$ cat src/rtl/hps_pkg.sv
package hps_pkg;

  // timer width of the off-target counter
  localparam int TIMER_BITS = 21;

  // field widths
  localparam int TEMP_W     = 12;
  localparam int MARGIN_W   = 11;
  localparam int TIMEOUT_W  = 20;
  localparam int WINDOW_W   = 16;
  localparam int DELAY_W    = 10;
  localparam int LEVEL_W    = 8;
  localparam int PID_W      = 16;
  localparam int READ_W     = 11;
  localparam int WIN_W      = 17;

  // stream and configuration port widths
  localparam int IN_DATA_W  = 32;
  localparam int OUT_DATA_W = 16;
  localparam int CFG_IDX_W  = 3;
  localparam int CFG_DATA_W = 20;

  // result beat layout
  localparam int OUT_HEATER_BIT = 0;
  localparam int OUT_PUMP_LSB   = 1;
  localparam int OUT_MODE_LSB   = 9;
  localparam int OUT_FAULT_LSB  = 11;
  localparam int OUT_TAKEN_BIT  = 13;

  typedef enum logic [1:0] {
    MODE_IDLE = 2'd0,
    MODE_RUN  = 2'd1,
    MODE_TUNE = 2'd2,
    MODE_ERR  = 2'd3
  } mode_e;

  typedef enum logic [1:0] {
    FAULT_NONE    = 2'd0,
    FAULT_READ    = 2'd1,
    FAULT_HOT     = 2'd2,
    FAULT_TIMEOUT = 2'd3
  } fault_e;

  typedef enum logic [1:0] {
    CMD_NONE = 2'd0,
    CMD_IDLE = 2'd1,
    CMD_RUN  = 2'd2,
    CMD_TUNE = 2'd3
  } cmd_e;

  typedef enum logic [CFG_IDX_W-1:0] {
    CFG_TARGET_TEMP = 3'd0,
    CFG_TEMP_MARGIN = 3'd1,
    CFG_MAX_TEMP    = 3'd2,
    CFG_TIMEOUT     = 3'd3,
    CFG_WINDOW      = 3'd4,
    CFG_READ_DELAY  = 3'd5,
    CFG_PUMP_LEVEL  = 3'd6
  } cfg_idx_e;

  // register reset values
  localparam logic [TEMP_W-1:0]    RST_TARGET_TEMP = 12'd800;
  localparam logic [MARGIN_W-1:0]  RST_TEMP_MARGIN = 11'd80;
  localparam logic [TEMP_W-1:0]    RST_MAX_TEMP    = 12'd1600;
  localparam logic [TIMEOUT_W-1:0] RST_TIMEOUT     = 20'd300000;
  localparam logic [WINDOW_W-1:0]  RST_WINDOW      = 16'd1000;
  localparam logic [DELAY_W-1:0]   RST_READ_DELAY  = 10'd750;
  localparam logic [LEVEL_W-1:0]   RST_PUMP_LEVEL  = 8'd255;

  typedef struct packed {
    logic [TEMP_W-1:0]    target_temp;
    logic [MARGIN_W-1:0]  temp_margin;
    logic [TEMP_W-1:0]    max_temp;
    logic [TIMEOUT_W-1:0] heat_timeout_ms;
    logic [WINDOW_W-1:0]  window_ms;
    logic [DELAY_W-1:0]   read_delay_ms;
    logic [LEVEL_W-1:0]   pump_level;
  } cfg_t;

  typedef struct packed {
    cmd_e              command;
    logic [TEMP_W-1:0] temperature;
    logic              sensor_fault;
    logic [PID_W-1:0]  pid_output;
    logic              autotune_done;
  } item_t;

  typedef struct packed {
    logic               heater_on;
    logic [LEVEL_W-1:0] pump_out;
    mode_e              mode;
    fault_e             fault_code;
    logic               read_taken;
  } result_t;

endpackage

$ cat src/rtl/hps_cfg_regs.sv
module hps_cfg_regs (
  input  logic                             clk_i,
  input  logic                             rst_ni,
  input  logic                             wr_en_i,
  input  logic [hps_pkg::CFG_IDX_W-1:0]    wr_index_i,
  input  logic [hps_pkg::CFG_DATA_W-1:0]   wr_data_i,
  output hps_pkg::cfg_t                    cfg_o
);

  hps_pkg::cfg_t cfg_q;

  always_ff @(posedge clk_i or negedge rst_ni) begin
    if (!rst_ni) begin
      cfg_q.target_temp     <= hps_pkg::RST_TARGET_TEMP;
      cfg_q.temp_margin     <= hps_pkg::RST_TEMP_MARGIN;
      cfg_q.max_temp        <= hps_pkg::RST_MAX_TEMP;
      cfg_q.heat_timeout_ms <= hps_pkg::RST_TIMEOUT;
      cfg_q.window_ms       <= hps_pkg::RST_WINDOW;
      cfg_q.read_delay_ms   <= hps_pkg::RST_READ_DELAY;
      cfg_q.pump_level      <= hps_pkg::RST_PUMP_LEVEL;
    end else if (wr_en_i) begin
      unique case (hps_pkg::cfg_idx_e'(wr_index_i))
        hps_pkg::CFG_TARGET_TEMP: cfg_q.target_temp <= wr_data_i[hps_pkg::TEMP_W-1:0];
        hps_pkg::CFG_TEMP_MARGIN: cfg_q.temp_margin <= wr_data_i[hps_pkg::MARGIN_W-1:0];
        hps_pkg::CFG_MAX_TEMP:    cfg_q.max_temp    <= wr_data_i[hps_pkg::TEMP_W-1:0];
        hps_pkg::CFG_TIMEOUT:     cfg_q.heat_timeout_ms <= wr_data_i[hps_pkg::TIMEOUT_W-1:0];
        hps_pkg::CFG_WINDOW:      cfg_q.window_ms   <= wr_data_i[hps_pkg::WINDOW_W-1:0];
        hps_pkg::CFG_READ_DELAY:  cfg_q.read_delay_ms <= wr_data_i[hps_pkg::DELAY_W-1:0];
        hps_pkg::CFG_PUMP_LEVEL:  cfg_q.pump_level  <= wr_data_i[hps_pkg::LEVEL_W-1:0];
        default: ;
      endcase
    end
  end

  assign cfg_o = cfg_q;

endmodule

$ cat src/rtl/hps_core.sv
module hps_core (
  input  logic              clk_i,
  input  logic              rst_ni,
  input  logic              step_i,
  input  hps_pkg::item_t    item_i,
  input  hps_pkg::cfg_t     cfg_i,
  output hps_pkg::result_t  result_o
);

  localparam int CMP_W = (hps_pkg::TIMER_BITS > hps_pkg::TIMEOUT_W) ?
                         hps_pkg::TIMER_BITS : hps_pkg::TIMEOUT_W;
  localparam logic [hps_pkg::READ_W-1:0]     READ_MAX  = '1;
  localparam logic [hps_pkg::TIMER_BITS-1:0] TIMER_MAX = '1;
  localparam logic [hps_pkg::WIN_W-1:0]      WIN_MAX   = '1;

  hps_pkg::mode_e                mode_q, mode_d;
  hps_pkg::fault_e               fault_q, fault_d;
  logic [hps_pkg::READ_W-1:0]    read_wait_q, read_wait_d;
  logic [hps_pkg::TIMER_BITS-1:0] off_time_q, off_time_d;
  logic [hps_pkg::WIN_W-1:0]     win_q, win_d;
  logic                          pump_q, pump_d;

  logic                          read_due;
  logic                          read_ok;
  logic signed [hps_pkg::TEMP_W:0] diff;
  logic [hps_pkg::TEMP_W:0]      abs_diff;
  logic                          too_hot;
  logic                          in_band;
  logic                          timed_out;
  logic                          heater;

  // temperature checks, all on the sample of this tick
  always_comb begin
    diff     = $signed({item_i.temperature[hps_pkg::TEMP_W-1], item_i.temperature})
             - $signed({cfg_i.target_temp[hps_pkg::TEMP_W-1], cfg_i.target_temp});
    abs_diff = diff[hps_pkg::TEMP_W] ? (hps_pkg::TEMP_W + 1)'(0) - diff : diff;
    too_hot  = $signed(item_i.temperature) > $signed(cfg_i.max_temp);
    in_band  = abs_diff < (hps_pkg::TEMP_W + 1)'(cfg_i.temp_margin);
  end

  always_comb begin
    mode_d      = mode_q;
    fault_d     = fault_q;
    pump_d      = pump_q;
    read_ok     = 1'b0;
    heater      = 1'b0;
    timed_out   = 1'b0;

    // saturating timers
    read_wait_d = (read_wait_q == READ_MAX) ? read_wait_q : read_wait_q + 1'b1;
    off_time_d  = (off_time_q == TIMER_MAX) ? off_time_q : off_time_q + 1'b1;
    win_d       = (win_q == WIN_MAX) ? win_q : win_q + 1'b1;

    // mode command
    if (mode_q != hps_pkg::MODE_ERR) begin
      unique case (item_i.command)
        hps_pkg::CMD_NONE: ;
        hps_pkg::CMD_IDLE: begin
          pump_d = 1'b0;
          mode_d = hps_pkg::MODE_IDLE;
        end
        hps_pkg::CMD_RUN: begin
          pump_d     = 1'b1;
          win_d      = '0;
          off_time_d = '0;
          mode_d     = hps_pkg::MODE_RUN;
        end
        hps_pkg::CMD_TUNE: begin
          pump_d = 1'b1;
          mode_d = hps_pkg::MODE_TUNE;
        end
        default: ;
      endcase
    end

    // reading
    timed_out = CMP_W'(off_time_d) > CMP_W'(cfg_i.heat_timeout_ms);
    read_due  = (mode_d != hps_pkg::MODE_ERR) &&
                (read_wait_d >= hps_pkg::READ_W'(cfg_i.read_delay_ms));
    if (read_due) begin
      read_ok = 1'b1;
      if (item_i.sensor_fault) begin
        mode_d  = hps_pkg::MODE_ERR;
        fault_d = hps_pkg::FAULT_READ;
        read_ok = 1'b0;
      end else if (mode_d != hps_pkg::MODE_IDLE) begin
        if (too_hot) begin
          mode_d  = hps_pkg::MODE_ERR;
          fault_d = hps_pkg::FAULT_HOT;
          read_ok = 1'b0;
        end else if (in_band) begin
          off_time_d = '0;
        end else if (timed_out) begin
          mode_d  = hps_pkg::MODE_ERR;
          fault_d = hps_pkg::FAULT_TIMEOUT;
          read_ok = 1'b0;
        end
      end
      if (read_ok) begin
        read_wait_d = '0;
      end
    end

    // autotune finished
    if (mode_d == hps_pkg::MODE_TUNE && item_i.autotune_done) begin
      pump_d = 1'b0;
      mode_d = hps_pkg::MODE_IDLE;
    end

    // heater window
    if (mode_d == hps_pkg::MODE_RUN || mode_d == hps_pkg::MODE_TUNE) begin
      if (win_d > hps_pkg::WIN_W'(cfg_i.window_ms)) begin
        win_d = win_d - hps_pkg::WIN_W'(cfg_i.window_ms);
      end
      heater = hps_pkg::WIN_W'(item_i.pid_output) >= win_d;
    end
  end

  always_ff @(posedge clk_i or negedge rst_ni) begin
    if (!rst_ni) begin
      mode_q      <= hps_pkg::MODE_IDLE;
      fault_q     <= hps_pkg::FAULT_NONE;
      read_wait_q <= '0;
      off_time_q  <= '0;
      win_q       <= '0;
      pump_q      <= 1'b0;
    end else if (step_i) begin
      mode_q      <= mode_d;
      fault_q     <= fault_d;
      read_wait_q <= read_wait_d;
      off_time_q  <= off_time_d;
      win_q       <= win_d;
      pump_q      <= pump_d;
    end
  end

  always_comb begin
    result_o.heater_on  = heater;
    result_o.pump_out   = pump_d ? cfg_i.pump_level : '0;
    result_o.mode       = mode_d;
    result_o.fault_code = fault_d;
    result_o.read_taken = read_ok;
  end

endmodule

$ cat src/rtl/heater_process_supervisor.sv
// heater process supervisor, one input beat per millisecond tick
// an accepted input beat is held in in_q, and its result beat is registered in out_q on its step
// throughput: one beat per cycle while results drain, set by the single register-to-register step
// of the tick logic; while a result waits one more input beat is held
// reset (rst_ni low, asynchronous): configuration back to defaults, mode idle,
// no fault, pump off, all timers zero, both stream stages empty
module heater_process_supervisor (
  input  logic                              clk_i,
  input  logic                              rst_ni,

  // tick beats
  input  logic                              s_axis_tvalid_i,
  output logic                              s_axis_tready_o,
  // [1:0] command, [13:2] temperature, [14] sensor_fault,
  // [30:15] pid_output, [31] autotune_done
  input  logic [hps_pkg::IN_DATA_W-1:0]     s_axis_tdata_i,

  // result beats
  output logic                              m_axis_tvalid_o,
  input  logic                              m_axis_tready_i,
  // [0] heater_on, [8:1] pump_out, [10:9] mode, [12:11] fault_code,
  // [13] read_taken, [15:14] zero
  output logic [hps_pkg::OUT_DATA_W-1:0]    m_axis_tdata_o,

  // register writes
  input  logic                              cfg_valid_i,
  output logic                              cfg_ready_o,
  input  logic [hps_pkg::CFG_IDX_W-1:0]     cfg_index_i,
  input  logic [hps_pkg::CFG_DATA_W-1:0]    cfg_data_i
);

  hps_pkg::cfg_t    cfg;
  hps_pkg::item_t   in_q;
  logic             in_valid_q;
  hps_pkg::result_t res;
  hps_pkg::result_t out_q;
  logic             out_valid_q;
  logic             step;
  logic             in_beat;

  // writes are always taken; the user must make them only while the block is idle, which it does not enforce
  assign cfg_ready_o = 1'b1;

  hps_cfg_regs u_cfg_regs (
    .clk_i      (clk_i),
    .rst_ni     (rst_ni),
    .wr_en_i    (cfg_valid_i),
    .wr_index_i (cfg_index_i),
    .wr_data_i  (cfg_data_i),
    .cfg_o      (cfg)
  );

  // the held tick advances when the result register is free or draining
  assign step            = in_valid_q && (!out_valid_q || m_axis_tready_i);
  assign s_axis_tready_o = !in_valid_q || step;
  assign in_beat         = s_axis_tvalid_i && s_axis_tready_o;

  always_ff @(posedge clk_i or negedge rst_ni) begin
    if (!rst_ni) begin
      in_valid_q <= 1'b0;
    end else if (in_beat) begin
      in_valid_q <= 1'b1;
    end else if (step) begin
      in_valid_q <= 1'b0;
    end
  end

  // input payload, unpacked from the beat
  always_ff @(posedge clk_i) begin
    if (in_beat) begin
      in_q.command       <= hps_pkg::cmd_e'(s_axis_tdata_i[1:0]);
      in_q.temperature   <= s_axis_tdata_i[13:2];
      in_q.sensor_fault  <= s_axis_tdata_i[14];
      in_q.pid_output    <= s_axis_tdata_i[30:15];
      in_q.autotune_done <= s_axis_tdata_i[31];
    end
  end

  // mode, fault and timer state; one tick per step
  hps_core u_core (
    .clk_i    (clk_i),
    .rst_ni   (rst_ni),
    .step_i   (step),
    .item_i   (in_q),
    .cfg_i    (cfg),
    .result_o (res)
  );

  always_ff @(posedge clk_i or negedge rst_ni) begin
    if (!rst_ni) begin
      out_valid_q <= 1'b0;
    end else if (step) begin
      out_valid_q <= 1'b1;
    end else if (m_axis_tready_i) begin
      out_valid_q <= 1'b0;
    end
  end

  always_ff @(posedge clk_i) begin
    if (step) begin
      out_q <= res;
    end
  end

  assign m_axis_tvalid_o = out_valid_q;
  assign m_axis_tdata_o  = {2'b00, out_q.read_taken, out_q.fault_code, out_q.mode,
                            out_q.pump_out, out_q.heater_on};

endmodule

$ cat config.mk
export PLATFORM = sky130hd
export DESIGN_NAME = heater_process_supervisor
export DESIGN_NICKNAME = d
export VERILOG_FILES = /design/src/rtl/hps_pkg.sv /design/src/rtl/hps_cfg_regs.sv /design/src/rtl/hps_core.sv /design/src/rtl/heater_process_supervisor.sv
export SDC_FILE = /design/constraint.sdc
export NUM_CORES = 1
export LEC_CHECK = 0
export BUFFER_PORTS_ARGS = -buffer_cell sky130_fd_sc_hd__buf_2
export CAP_MARGIN = 0
export CORE_ASPECT_RATIO = 2
export CORE_MARGIN = 3
export CORE_UTILIZATION = 57
export CTS_BUF_LIST = sky130_fd_sc_hd__clkbuf_2 sky130_fd_sc_hd__clkbuf_4 sky130_fd_sc_hd__clkbuf_8
export CTS_CLUSTER_SIZE = 14
export DETAILED_ROUTE_END_ITERATION = 10
export HOLD_SLACK_MARGIN = 0.08
export PLACE_DENSITY_LB_ADDON = 0.05
export SYNTH_ARGS = -nofsm -noshare
export SYNTH_HDL_FRONTEND = slang
export SYNTH_HIERARCHICAL = 1
export SYNTH_SLANG_ARGS = --single-unit
$ cat constraint.sdc
create_clock -name clk_i -period 5.6 [get_ports clk_i]
set_input_delay 0.28 -clock clk_i [delete_from_list [all_inputs] [get_ports clk_i]]
set_output_delay 0.28 -clock clk_i [all_outputs]
set_load 0.03 [all_outputs]
Word level (Yosys, flattened, before mapping)
Cells that the tools add are included.
{"block": "totals", "reg_bits": 191, "in_bits": 60, "out_inout_bits": 19, "elab_cells": 121}
{"block": "classes", "addsub": 6, "n_lt_le_gt_ge": 6, "n_eq_ne": 17, "n_mux": 46, "reduce_logical": 21}
{"cell": "2-to-1 mux 21 bit", "n": 8}
{"cell": "2-to-1 mux 17 bit", "n": 6}
{"cell": "2-to-1 mux 11 bit", "n": 3}
{"cell": "2-to-1 mux 2 bit", "n": 14}
{"cell": "adder 21 x 1 -> 21 bit, second input constant", "n": 1}
{"cell": "equality test 21 bit, second input constant", "n": 1}
{"cell": "greater-than comparator 21 x 20 -> 1 bit", "n": 1}
{"cell": "adder 17 x 1 -> 17 bit, second input constant", "n": 1}
{"cell": "equality test 17 bit, second input constant", "n": 1}
{"cell": ">= comparator 16 x 17 -> 1 bit", "n": 1}
{"cell": "greater-than comparator 17 x 16 -> 1 bit", "n": 1}
{"cell": "subtractor 17 x 16 -> 17 bit", "n": 1}
{"cell": "AND reduction 2 bit", "n": 7}
{"cell": "< comparator 13 x 11 -> 1 bit", "n": 1}
{"cell": "2-to-1 mux 13 bit", "n": 1}
{"cell": "subtractor 1 x 13 -> 13 bit, first input constant", "n": 1}
{"cell": "subtractor 12 x 12 -> 13 bit", "n": 1}
{"cell": "greater-than comparator 12 bit", "n": 1}
{"cell": "2-to-1 mux 1 bit", "n": 12}
{"cell": "adder 11 x 1 -> 11 bit, second input constant", "n": 1}
{"cell": "equality test 11 bit, second input constant", "n": 1}
{"cell": ">= comparator 11 x 10 -> 1 bit", "n": 1}
{"cell": "equality test 3 bit, second input constant", "n": 3}
{"cell": "equality test 2 bit, second input constant", "n": 4}
{"cell": "12 further kinds", "n": 23}

Logic depth before layout (Yosys ltp)
Gate-level depths: netlist (run 1).
{"block": "depth", "depth_word": 18, "ltp_mapped": 32}

Hierarchy
The synthesis (run 1) kept the hierarchy.
{"module": "hps_core", "n_inst": 1, "cells_each": 974, "area_each_um2": 7278.2}
{"module": "hps_cfg_regs", "n_inst": 1, "cells_each": 193, "area_each_um2": 3400.8}
{"module": "heater_process_supervisor", "n_inst": 1, "cells_each": 59, "area_each_um2": 1515.2}

Worst setup path after synthesis (run 1)
No wires, ideal clock.
{"block": "synth_timing", "path_type": "reg2reg", "start": "register u_core/win_q[3] in the netlist's numbering", "end": "register out_q, in the netlist m_axis_tdata_o[0] (data pin)", "t_arrival_ns": 5.680, "t_required_ns": 5.349, "setup_slack_ns": -0.332, "stages_incl_launch_ff": 31, "cell_sequence": "dfrtp_1 -> nand4_1 -> nor4_1 -> nand4_1 -> nand4_1 -> xor2_1 -> nor2_1 -> ha_1 -> o21a_1 -> o31a_1 -> o211ai_1 -> a21o_1 -> a31oi_1 -> a21oi_1 -> o21ai_0 -> or2_2 -> clkbuf_1 -> buf_2 -> o21ai_0 -> ha_1 -> nor2b_1 -> o21a_1 -> o21a_1 -> o21a_1 -> o21a_1 -> o21ai_0 -> a31o_2 -> a21oi_1 -> o31ai_1 -> a211oi_1 -> buf_4"}
{"block": "synth_between", "elab_chain_cells": 8, "elab_cells_between_ends": 10}
{"item": "from (decl)", "line_no": "hps_core.sv:20", "rtl": "logic [hps_pkg::WIN_W-1:0] win_q, win_d;"}
{"item": "from (signal assigned)", "line_no": "hps_core.sv:132", "rtl": "win_q <= win_d;"}
{"item": "adder 17 x 1 -> 17 bit / equality test 17 bit (equally long branches)", "line_no": "hps_core.sv:52", "rtl": "win_d = (win_q == WIN_MAX) ? win_q : win_q + 1'b1;"}
{"item": "2-to-1 mux 17 bit (*)", "line_no": "hps_core.sv:52"}
{"item": "2-to-1 mux 17 bit", "line_no": "hps_core.sv:56", "rtl": "unique case (item_i.command)"}
{"item": "2-to-1 mux 17 bit (*)", "line_no": "hps_core.sv:55", "rtl": "if (mode_q != hps_pkg::MODE_ERR) begin"}
{"item": "subtractor 17 x 16 -> 17 bit / greater-than comparator 17 x 16 -> 1 bit (equally long branches)", "line_no": "hps_core.sv:113, hps_core.sv:112"}
{"item": "2-to-1 mux 17 bit (*)", "line_no": "hps_core.sv:112", "rtl": "if (win_d > hps_pkg::WIN_W'(cfg_i.window_ms)) begin"}
{"item": "2-to-1 mux 17 bit (*)", "line_no": "hps_core.sv:111", "rtl": "if (mode_d == hps_pkg::MODE_RUN || mode_d == hps_pkg::MODE_TUNE) begin"}
{"item": ">= comparator 16 x 17 -> 1 bit (*)", "line_no": "hps_core.sv:115", "rtl": "heater = hps_pkg::WIN_W'(item_i.pid_output) >= win_d;"}
{"item": "to (signal assigned)", "line_no": "heater_process_supervisor.sv:101", "rtl": "out_q <= res;"}
{"item": "to (decl)", "line_no": "heater_process_supervisor.sv:36", "rtl": "hps_pkg::result_t out_q;"}
Every way passes the cells marked *; elsewhere a longest branch is shown, timed or not. The select of a mux whose other input is x is not followed.
A chain may end at the register's enable or synchronous reset.

Worst setup path in the final report (run 1)
{"block": "layout_timing", "start": "register u_core/win_q[1] in the netlist's numbering", "end": "register out_q, in the netlist m_axis_tdata_o[0] (data pin)"}
The elaborated chain is that of the path after synthesis.

==> impl_results.rst, run 1 <==
.. list-table::
   :header-rows: 1

   * - Metric
     - Value
   * - Clock period minus worst slack
     - 5560 ps
   * - Cell total after placement
     - 1583
   * - Count of clock tree sinks
     - 191
   * - Remaining design rule violation count
     - 0
   * - Distinct cells, synth
     - 85
   * - Data required time of the worst path
     - between 5000 and 6000 ps
   * - Hold Violations, Final
     - 0
   * - Remaining max-slew budget at the tightest pin
     - 36.7%
   * - Flip-flop and latch count after synthesis
     - around 190
   * - Fill cell count
     - between 1.5k and 2k
   * - Yosys synthesis warning count
     - 6
   * - Commonest cells after routing, fill and taps aside
     - dfrtp_1 (108), inv_1 (108), nor2_1 (104)
   * - Asr flop ratio synth
     - 75.9%
   * - Post-Syn Area
     - 0.0122 mm^2
   * - Number of diodes added for antenna fixing
     - 0
   * - Summed negative setup slack over all endpoints
     - 0 ps
   * - Area of the die
     - between 0.02 and 0.025 mm^2
   * - Worst path arrival time
     - 5780 ps
   * - Die Width
     - 109 um
   * - Dominant synthesized flop cell
     - dfrtp_1
   * - Peak supply drop
     - 0.283 mV
   * - Worst-margin pin slew
     - 950 ps
   * - Buffers added on ports
     - 75
   * - Half-perimeter wire length after detailed placement
     - 22900 um
   * - Worst-Skew Late Latency
     - 490 ps
   * - Critical path origin
     - u_core/win_q[1]
   * - Nets
     - around 1.5k
   * - Fraction of the yosys area taken by sequential cells
     - 41.5%
   * - Fin cells
     - between 1.5k and 2k
   * - Largest stage delay, worst path
     - 400 ps
   * - Path category of the worst min-delay check
     - primary input to flip-flop
   * - CTS tree
     - done
   * - Number of flops mapped to enable cells by yosys
     - 46
   * - Wirelength, routed
     - 31300 um
   * - Avg Inst Size Synth
     - 9.95 um^2
   * - Fraction of final layout cells sized beyond drive strength 1
     - 24.3%
   * - Number of placed I/O pins
     - 79
   * - Post-route cell area
     - around 0.014 mm^2
   * - Placer Congestion
     - 0.916
   * - Via count of the first global-routing pass
     - 10.0k
   * - Critical Path Source Type
     - flip-flop
   * - Crit-path slowest cell
     - dfrtp_1
   * - Maximum clock path buffer count
     - 2
   * - Starting density of the core
     - 58.0%
   * - Layout overhead on the synthesized area
     - 16.1%
   * - Synth Instances
     - 1226
   * - Total track usage
     - between 20% and 30%
   * - Max-cap viol count
     - 0
   * - Number of DRC markers in iteration 0
     - between 500 and 600
   * - Category of the worst setup path capture point
     - flip-flop
   * - Total number of vias
     - 9710
   * - Grt total ovfl
     - 0
   * - Post-detailed-placement cell area
     - around 0.013 mm^2
   * - Max Transition Viols Final
     - 0
   * - Die Span Y
     - between 200 and 250 um
   * - Critical hold path startpoint
     - cfg_data_i[11]
   * - Standard-cell row count
     - 75
   * - Share of the synthesized area in the top cell type
     - 22.2%
   * - Startpoint of the worst-slack reg-to-reg timing path
     - u_core/win_q[1]
   * - Wire length per cell after detailed routing
     - 18.8 um
   * - Final core occ
     - 67.4%
   * - Cell occurring most often along the worst timing path
     - o21a_1
   * - Leakage power figure
     - 6.43 nW
   * - Pin count of the biggest net entering global routing
     - 100
   * - Num CTS Buffers
     - 17
   * - Highest attainable clock frequency
     - 180 MHz
   * - Core region area
     - 0.0210 mm^2
   * - Cell accounting for the most synthesized area
     - dfrtp_1
   * - Number of antenna violations at the first check in global routing
     - 0
   * - Unrepaired setup endpoints after global routing
     - yes
   * - Clock transition at the registers of the reported paths
     - 100 ps
   * - Crit-path max FO
     - 6
   * - Clock Tree Root
     - clkbuf_8
   * - Top post-synthesis cells by area
     - dfrtp_1 (22%), edfxtp_1 (11%), ha_1 (10%)
   * - First drt pass iteration count
     - 5
   * - Final period utilization
     - 99.3%
   * - Total number of H-tree levels
     - 4
   * - Routed via count divided by cell count
     - 5.82
   * - Outcome
     - complete, no violations
   * - Pwr dens
     - 497 mW/mm^2
   * - Maximum clock skew at final layout
     - 15.3 ps
   * - Critical Setup Path Class
     - flip-flop to flip-flop
   * - Wire length of the first global-routing pass
     - 50100 um
   * - Post-route antenna net violation count
     - 0
   * - Finish-stage setup viols
     - 0
[final timing paths]
check / cells past startpoint / end / slack, ps
min reg2reg: 1 / u_cfg_regs/cfg_o[31] / 500
max: 28 / m_axis_tdata_o[0] / 40
min: 2 / u_cfg_regs/cfg_o[29] / 120
min in group asynchronous: 2 / u_cfg_regs/cfg_o[28] / 430
max in group asynchronous: 3 / u_core/off_time_q[7] / 4050
max reg2reg: 28 / m_axis_tdata_o[0] / 40
[metal layers]
layer	vias up	track usage (%)	routed length (um)
met2	215	52.8	17200
li1	4675	-	-
met3	86	4.11	894
met1	4734	29.8	11600
met5	-	0	0
met4	0	15.0	1590
[area by class of cell]
class,count,area (um^2),share of cell area (%)
multi-input combinational,883,6580,46.5
sequential,191,5060,35.7
tap,269,337,2.38
clock inverter,15,228,1.61
timing repair buffer,183,1320,9.29
clock buffer,17,234,1.65
inverter,109,409,2.89
[synthesized netlist by cell type, drive strengths merged, types with 5 or more instances]
| master | number |
|---|---|
| a21oi | 67 |
| o2bb2ai | 8 |
| dfrtp | 108 |
| ha | 100 |
| nand3 | 48 |
| mux2i | 19 |
| nor2b | 13 |
| nor2 | 105 |
| o21bai | 5 |
| nor4 | 8 |
| o21ai | 69 |
| or3 | 12 |
| edfxtp | 46 |
| and3 | 11 |
| a31o | 9 |
| a31oi | 26 |
| nand2 | 77 |
| o211ai | 8 |
| o21a | 11 |
| inv | 108 |
| nand4 | 22 |
| nand2b | 10 |
| and2 | 8 |
| xor2 | 26 |
| mux2 | 90 |
| a21o | 23 |
| dfstp | 37 |
| nor3 | 13 |
| a211oi | 5 |
| clkbuf | 19 |
| buf | 25 |
| xnor2 | 34 |
[cells by family (layout without fill, tap and decap cells)]
| family | count (synthesis) | count (layout) | synth area share (%) |
|---|---|---|---|
| adders and majority gates | 102 | 102 | 10.6 |
| and+or+nand+nor | 350 | 350 | 14.5 |
| other | 2 | 3 | 0.0616 |
| buffers and inverters | 153 | 324 | 5.30 |
| DFF | 191 | 191 | 41.5 |
| AOI/OAI and AO/OA | 259 | 259 | 13.8 |
| xor gates and xnor gates | 60 | 60 | 4.37 |
| muxes | 109 | 109 | 9.90 |
[critical path: cells and delay by family, from the launching register on]
family                     cells  cell delay, ps
AOI/OAI and AO/OA             16            2420
adders and majority gates      3             870
buffers and inverters          1             240
DFF                            1             400
and+or+nand+nor                8            1370
[state kept, by name, summed over array words and instances, names as in the netlist]
| name | count |
|---|---|
| in_q | 32 |
| u_core/pump_q | 1 |
| m_axis_tvalid_o | 1 |
| u_core/win_q | 17 |
| m_axis_tdata_o | 14 |
| u_cfg_regs/cfg_o | 89 |
| u_core/off_time_q | 21 |
| u_core/fault_q | 2 |
| u_core/mode_q | 2 |
| u_core/read_wait_q | 11 |
| in_valid_q | 1 |
[what timing repair did]
| item | CTS | global route |
|---|---|---|
| gates resized for setup | 0 | 12 |
| buffers inserted | 0 | 8 |
| hold buffers | 44 | 0 |
| hold endpoints to repair | 110 | 0 |
| setup endpoints to repair | 0 | 1 |
[per-stage QoR]
step	power, mW	setup slack, ps	hold slack, ps
2_1_floorplan	4.67	-88.9	-15.6
3_3_place_gp	5.75	150	444
3_5_place_dp	5.81	56.6	442
4_1_cts	6.92	8.45	84.4
5_1_grt	7.58	-339	115
6_report	7.03	39.9	125
[report_power, final]
| group | switching, mW | internal [mW] |
|---|---|---|
| Clock | 0.516 | 0.537 |
| Sequential | 0.195 | 1.77 |
| Combinational | 2.25 | 1.76 |
(Power assumes the default switching activity.)
==> run 2, diff against run 1 <==
REMOVE_ABC_BUFFERS = 1   (was unset)
==> run 2 against run 1 <==
Register-to-register slack improved by 20 ps. Sequential share of layout area fell by 0.50 points. Global-route usage rose by 1.6 points. Utilization rose by 0.96 points. Sequential power barely moved. Routed wire length rose by 6.2%. Highest routed layer is now met5.
==> impl_results.rst, run 2 (synthesis gave the netlist of run 1 again) <==
.. list-table::
   :header-rows: 1

   * - Metric
     - Value
   * - Final core occ
     - 68.3%
   * - Cell occurring most often along the worst timing path
     - o21a_1
   * - CTS tree
     - done
   * - Starting density of the core
     - 58.0%
   * - Category of the worst setup path capture point
     - flip-flop
   * - Depth of the worst register-to-register path
     - 30
   * - Hold Violations, Final
     - 0
   * - Largest stage delay, worst path
     - 370 ps
   * - Number of cells on the worst hold path
     - 2
   * - Pwr dens
     - approximately 510 mW/mm^2
   * - Finish-stage setup viols
     - 0
   * - Clock Tree Root
     - clkbuf_8
   * - Peak supply drop
     - 0.317 mV
   * - Worst slack on hold paths
     - ~180 ps
   * - Number of diodes added for antenna fixing
     - 0
   * - Num CTS Buffers
     - 17
   * - Buffers added on ports
     - 75
   * - Total track usage
     - about 30%
   * - Count of clock tree sinks
     - about 190
   * - Reg-to-reg endpoint
     - m_axis_tdata_o[0]
   * - Outcome
     - complete, no violations
   * - Nets
     - roughly 1.6k
   * - Highest attainable clock frequency
     - between 150 and 200 MHz
   * - Max Transition Viols Final
     - 0
   * - Half-perimeter wire length after detailed placement
     - 24500 um
   * - Worst path arrival time
     - 5780 ps
   * - Wirelength, routed
     - approximately 33000 um
   * - Worst reg-to-reg setup slack
     - 60 ps
   * - Post-detailed-placement cell area
     - around 0.013 mm^2
   * - Grt total ovfl
     - 0
   * - Routed via count divided by cell count
     - just under 6
   * - Final period utilization
     - 98.9%
   * - Crit-path max FO
     - 4
   * - Max reg flops
     - 89
   * - Worst-margin pin slew
     - 1130 ps
   * - Critical hold path startpoint
     - cfg_data_i[10]
   * - Standard-cell row count
     - 75
   * - Pin count of the biggest net entering global routing
     - between 100 and 150
   * - Via count of the first global-routing pass
     - 10.0k
   * - Min-Delay Endpoint
     - u_cfg_regs/cfg_o[28]
   * - Remaining design rule violation count
     - 0
   * - Max-cap viol count
     - 0
   * - Startpoint of the worst-slack reg-to-reg timing path
     - u_core/win_q[0]
   * - Layout overhead on the synthesized area
     - 17.8%
   * - Post-route cell area
     - 0.0144 mm^2
   * - Family with the most delay on the worst path
     - compound AO/OA/AOI/OAI gates
   * - Number of antenna violations at the first check in global routing
     - 1
   * - Placer Congestion
     - 0.943
   * - Critical path origin
     - u_core/win_q[0]
   * - Number of DRC markers in iteration 0
     - 498
   * - Maximum clock skew at final layout
     - 16.0 ps
   * - Die Width
     - about 110 um
   * - Critical Setup Path Class
     - flip-flop to flip-flop
   * - Remaining max-slew budget at the tightest pin
     - 24.3%
   * - Total number of vias
     - 9916
   * - Core region area
     - 0.0210 mm^2
   * - Number of placed I/O pins
     - 79
   * - Crit-path slowest cell
     - dfrtp_1
   * - Wire length of the first global-routing pass
     - 52300 um
   * - First drt pass iteration count
     - 5
   * - Maximum clock path buffer count
     - 2
   * - Data required time of the worst path
     - 5840 ps
   * - Commonest cells after routing, fill and taps aside
     - dfrtp_1 (108), inv_1 (108), nor2_1 (105)
   * - CP bufs+invs
     - 1
   * - Die Span Y
     - ~210 um
   * - Post-route antenna net violation count
     - 0
   * - Worst-Skew Late Latency
     - 500 ps
   * - Clock period minus worst slack
     - between 5000 and 6000 ps
   * - Critical Path Source Type
     - flip-flop
   * - Area of the die
     - 0.0233 mm^2
   * - Clock transition at the registers of the reported paths
     - ~100 ps
   * - Total number of H-tree levels
     - 4
   * - Wire length per cell after detailed routing
     - 19.4 um
   * - Unrepaired setup endpoints after global routing
     - yes
   * - Path category of the worst min-delay check
     - primary input to flip-flop
   * - Fraction of final layout cells sized beyond drive strength 1
     - 26.1%
   * - Leakage power figure
     - ~6.6 nW
==> run 2: changes by cell type in the layout (fill, tap and decap cells not counted), moves of 3 or more <==
cell | before | now
clkinv_1 | 1 | 4
clkinvlp_4 | 1 | 5
bufinv_16 | 5 | 1
buf_4 | 63 | 101
clkinv_2 | 3 | 0
==> run 2: through the flow <==
step	total power [mW]	setup WS [ps]	std cells	TNS, ps
final	7.32	60.8	1707	0
after global routing	7.89	-237	1707	-237
after CTS	7.11	46.8	1701	0
after detailed placement	6.16	-149	1622	-149
after global placement	6.11	-72.5	1622	-72.5
after floorplan	4.56	-324	1183	-324
==> run 2: timing repair <==
item,in CTS,in global routing
cloned,0,0
buffers inserted,2,6
hold buffers,45,0
pin swaps,3,18
resized for setup,5,15
endpoints found under the setup margin,1,1
hold endpoints to repair,130,0
==> run 2: worst max-delay path by stage <==
stage,end,slack (ps),depth (start not counted)
after global placement,m_axis_tdata_o[0],-70,27
after global routing,m_axis_tdata_o[0],-240,30
final,m_axis_tdata_o[0],60,30
after CTS,m_axis_tdata_o[0],50,28
after detailed placement,m_axis_tdata_o[0],-150,28
after floorplan,m_axis_tdata_o[0],-320,27
==> run 2: final cells by class <==
cell class                 count  area, um^2
clock buffer                  17         234
clock inverter                15         134
fill                        1739        6660
inverter                     109         409
multi-input combinational    883        6580
sequential                   191        5060
tap                          269         337
timing repair buffer         223        1610
==> run 2: metal layers <==
layer / share of wire, % / vias up / global-route usage [%] / wire [um]
li1: - / 4766 / - / -
met1: 34 / 4791 / 29.9 / 11500
met2: 53 / 244 / 53.0 / 17500
met3: 4.9 / 113 / 7.11 / 1640
met4: 7.9 / 2 / 21.2 / 2620
met5: 0.039 / - / 0 / 13
==> run 2: power breakdown <==
group,internal (mW),switching [mW]
Sequential,1.77,0.188
Combinational,1.98,2.50
Clock,0.356,0.522
Total,4.11,3.21
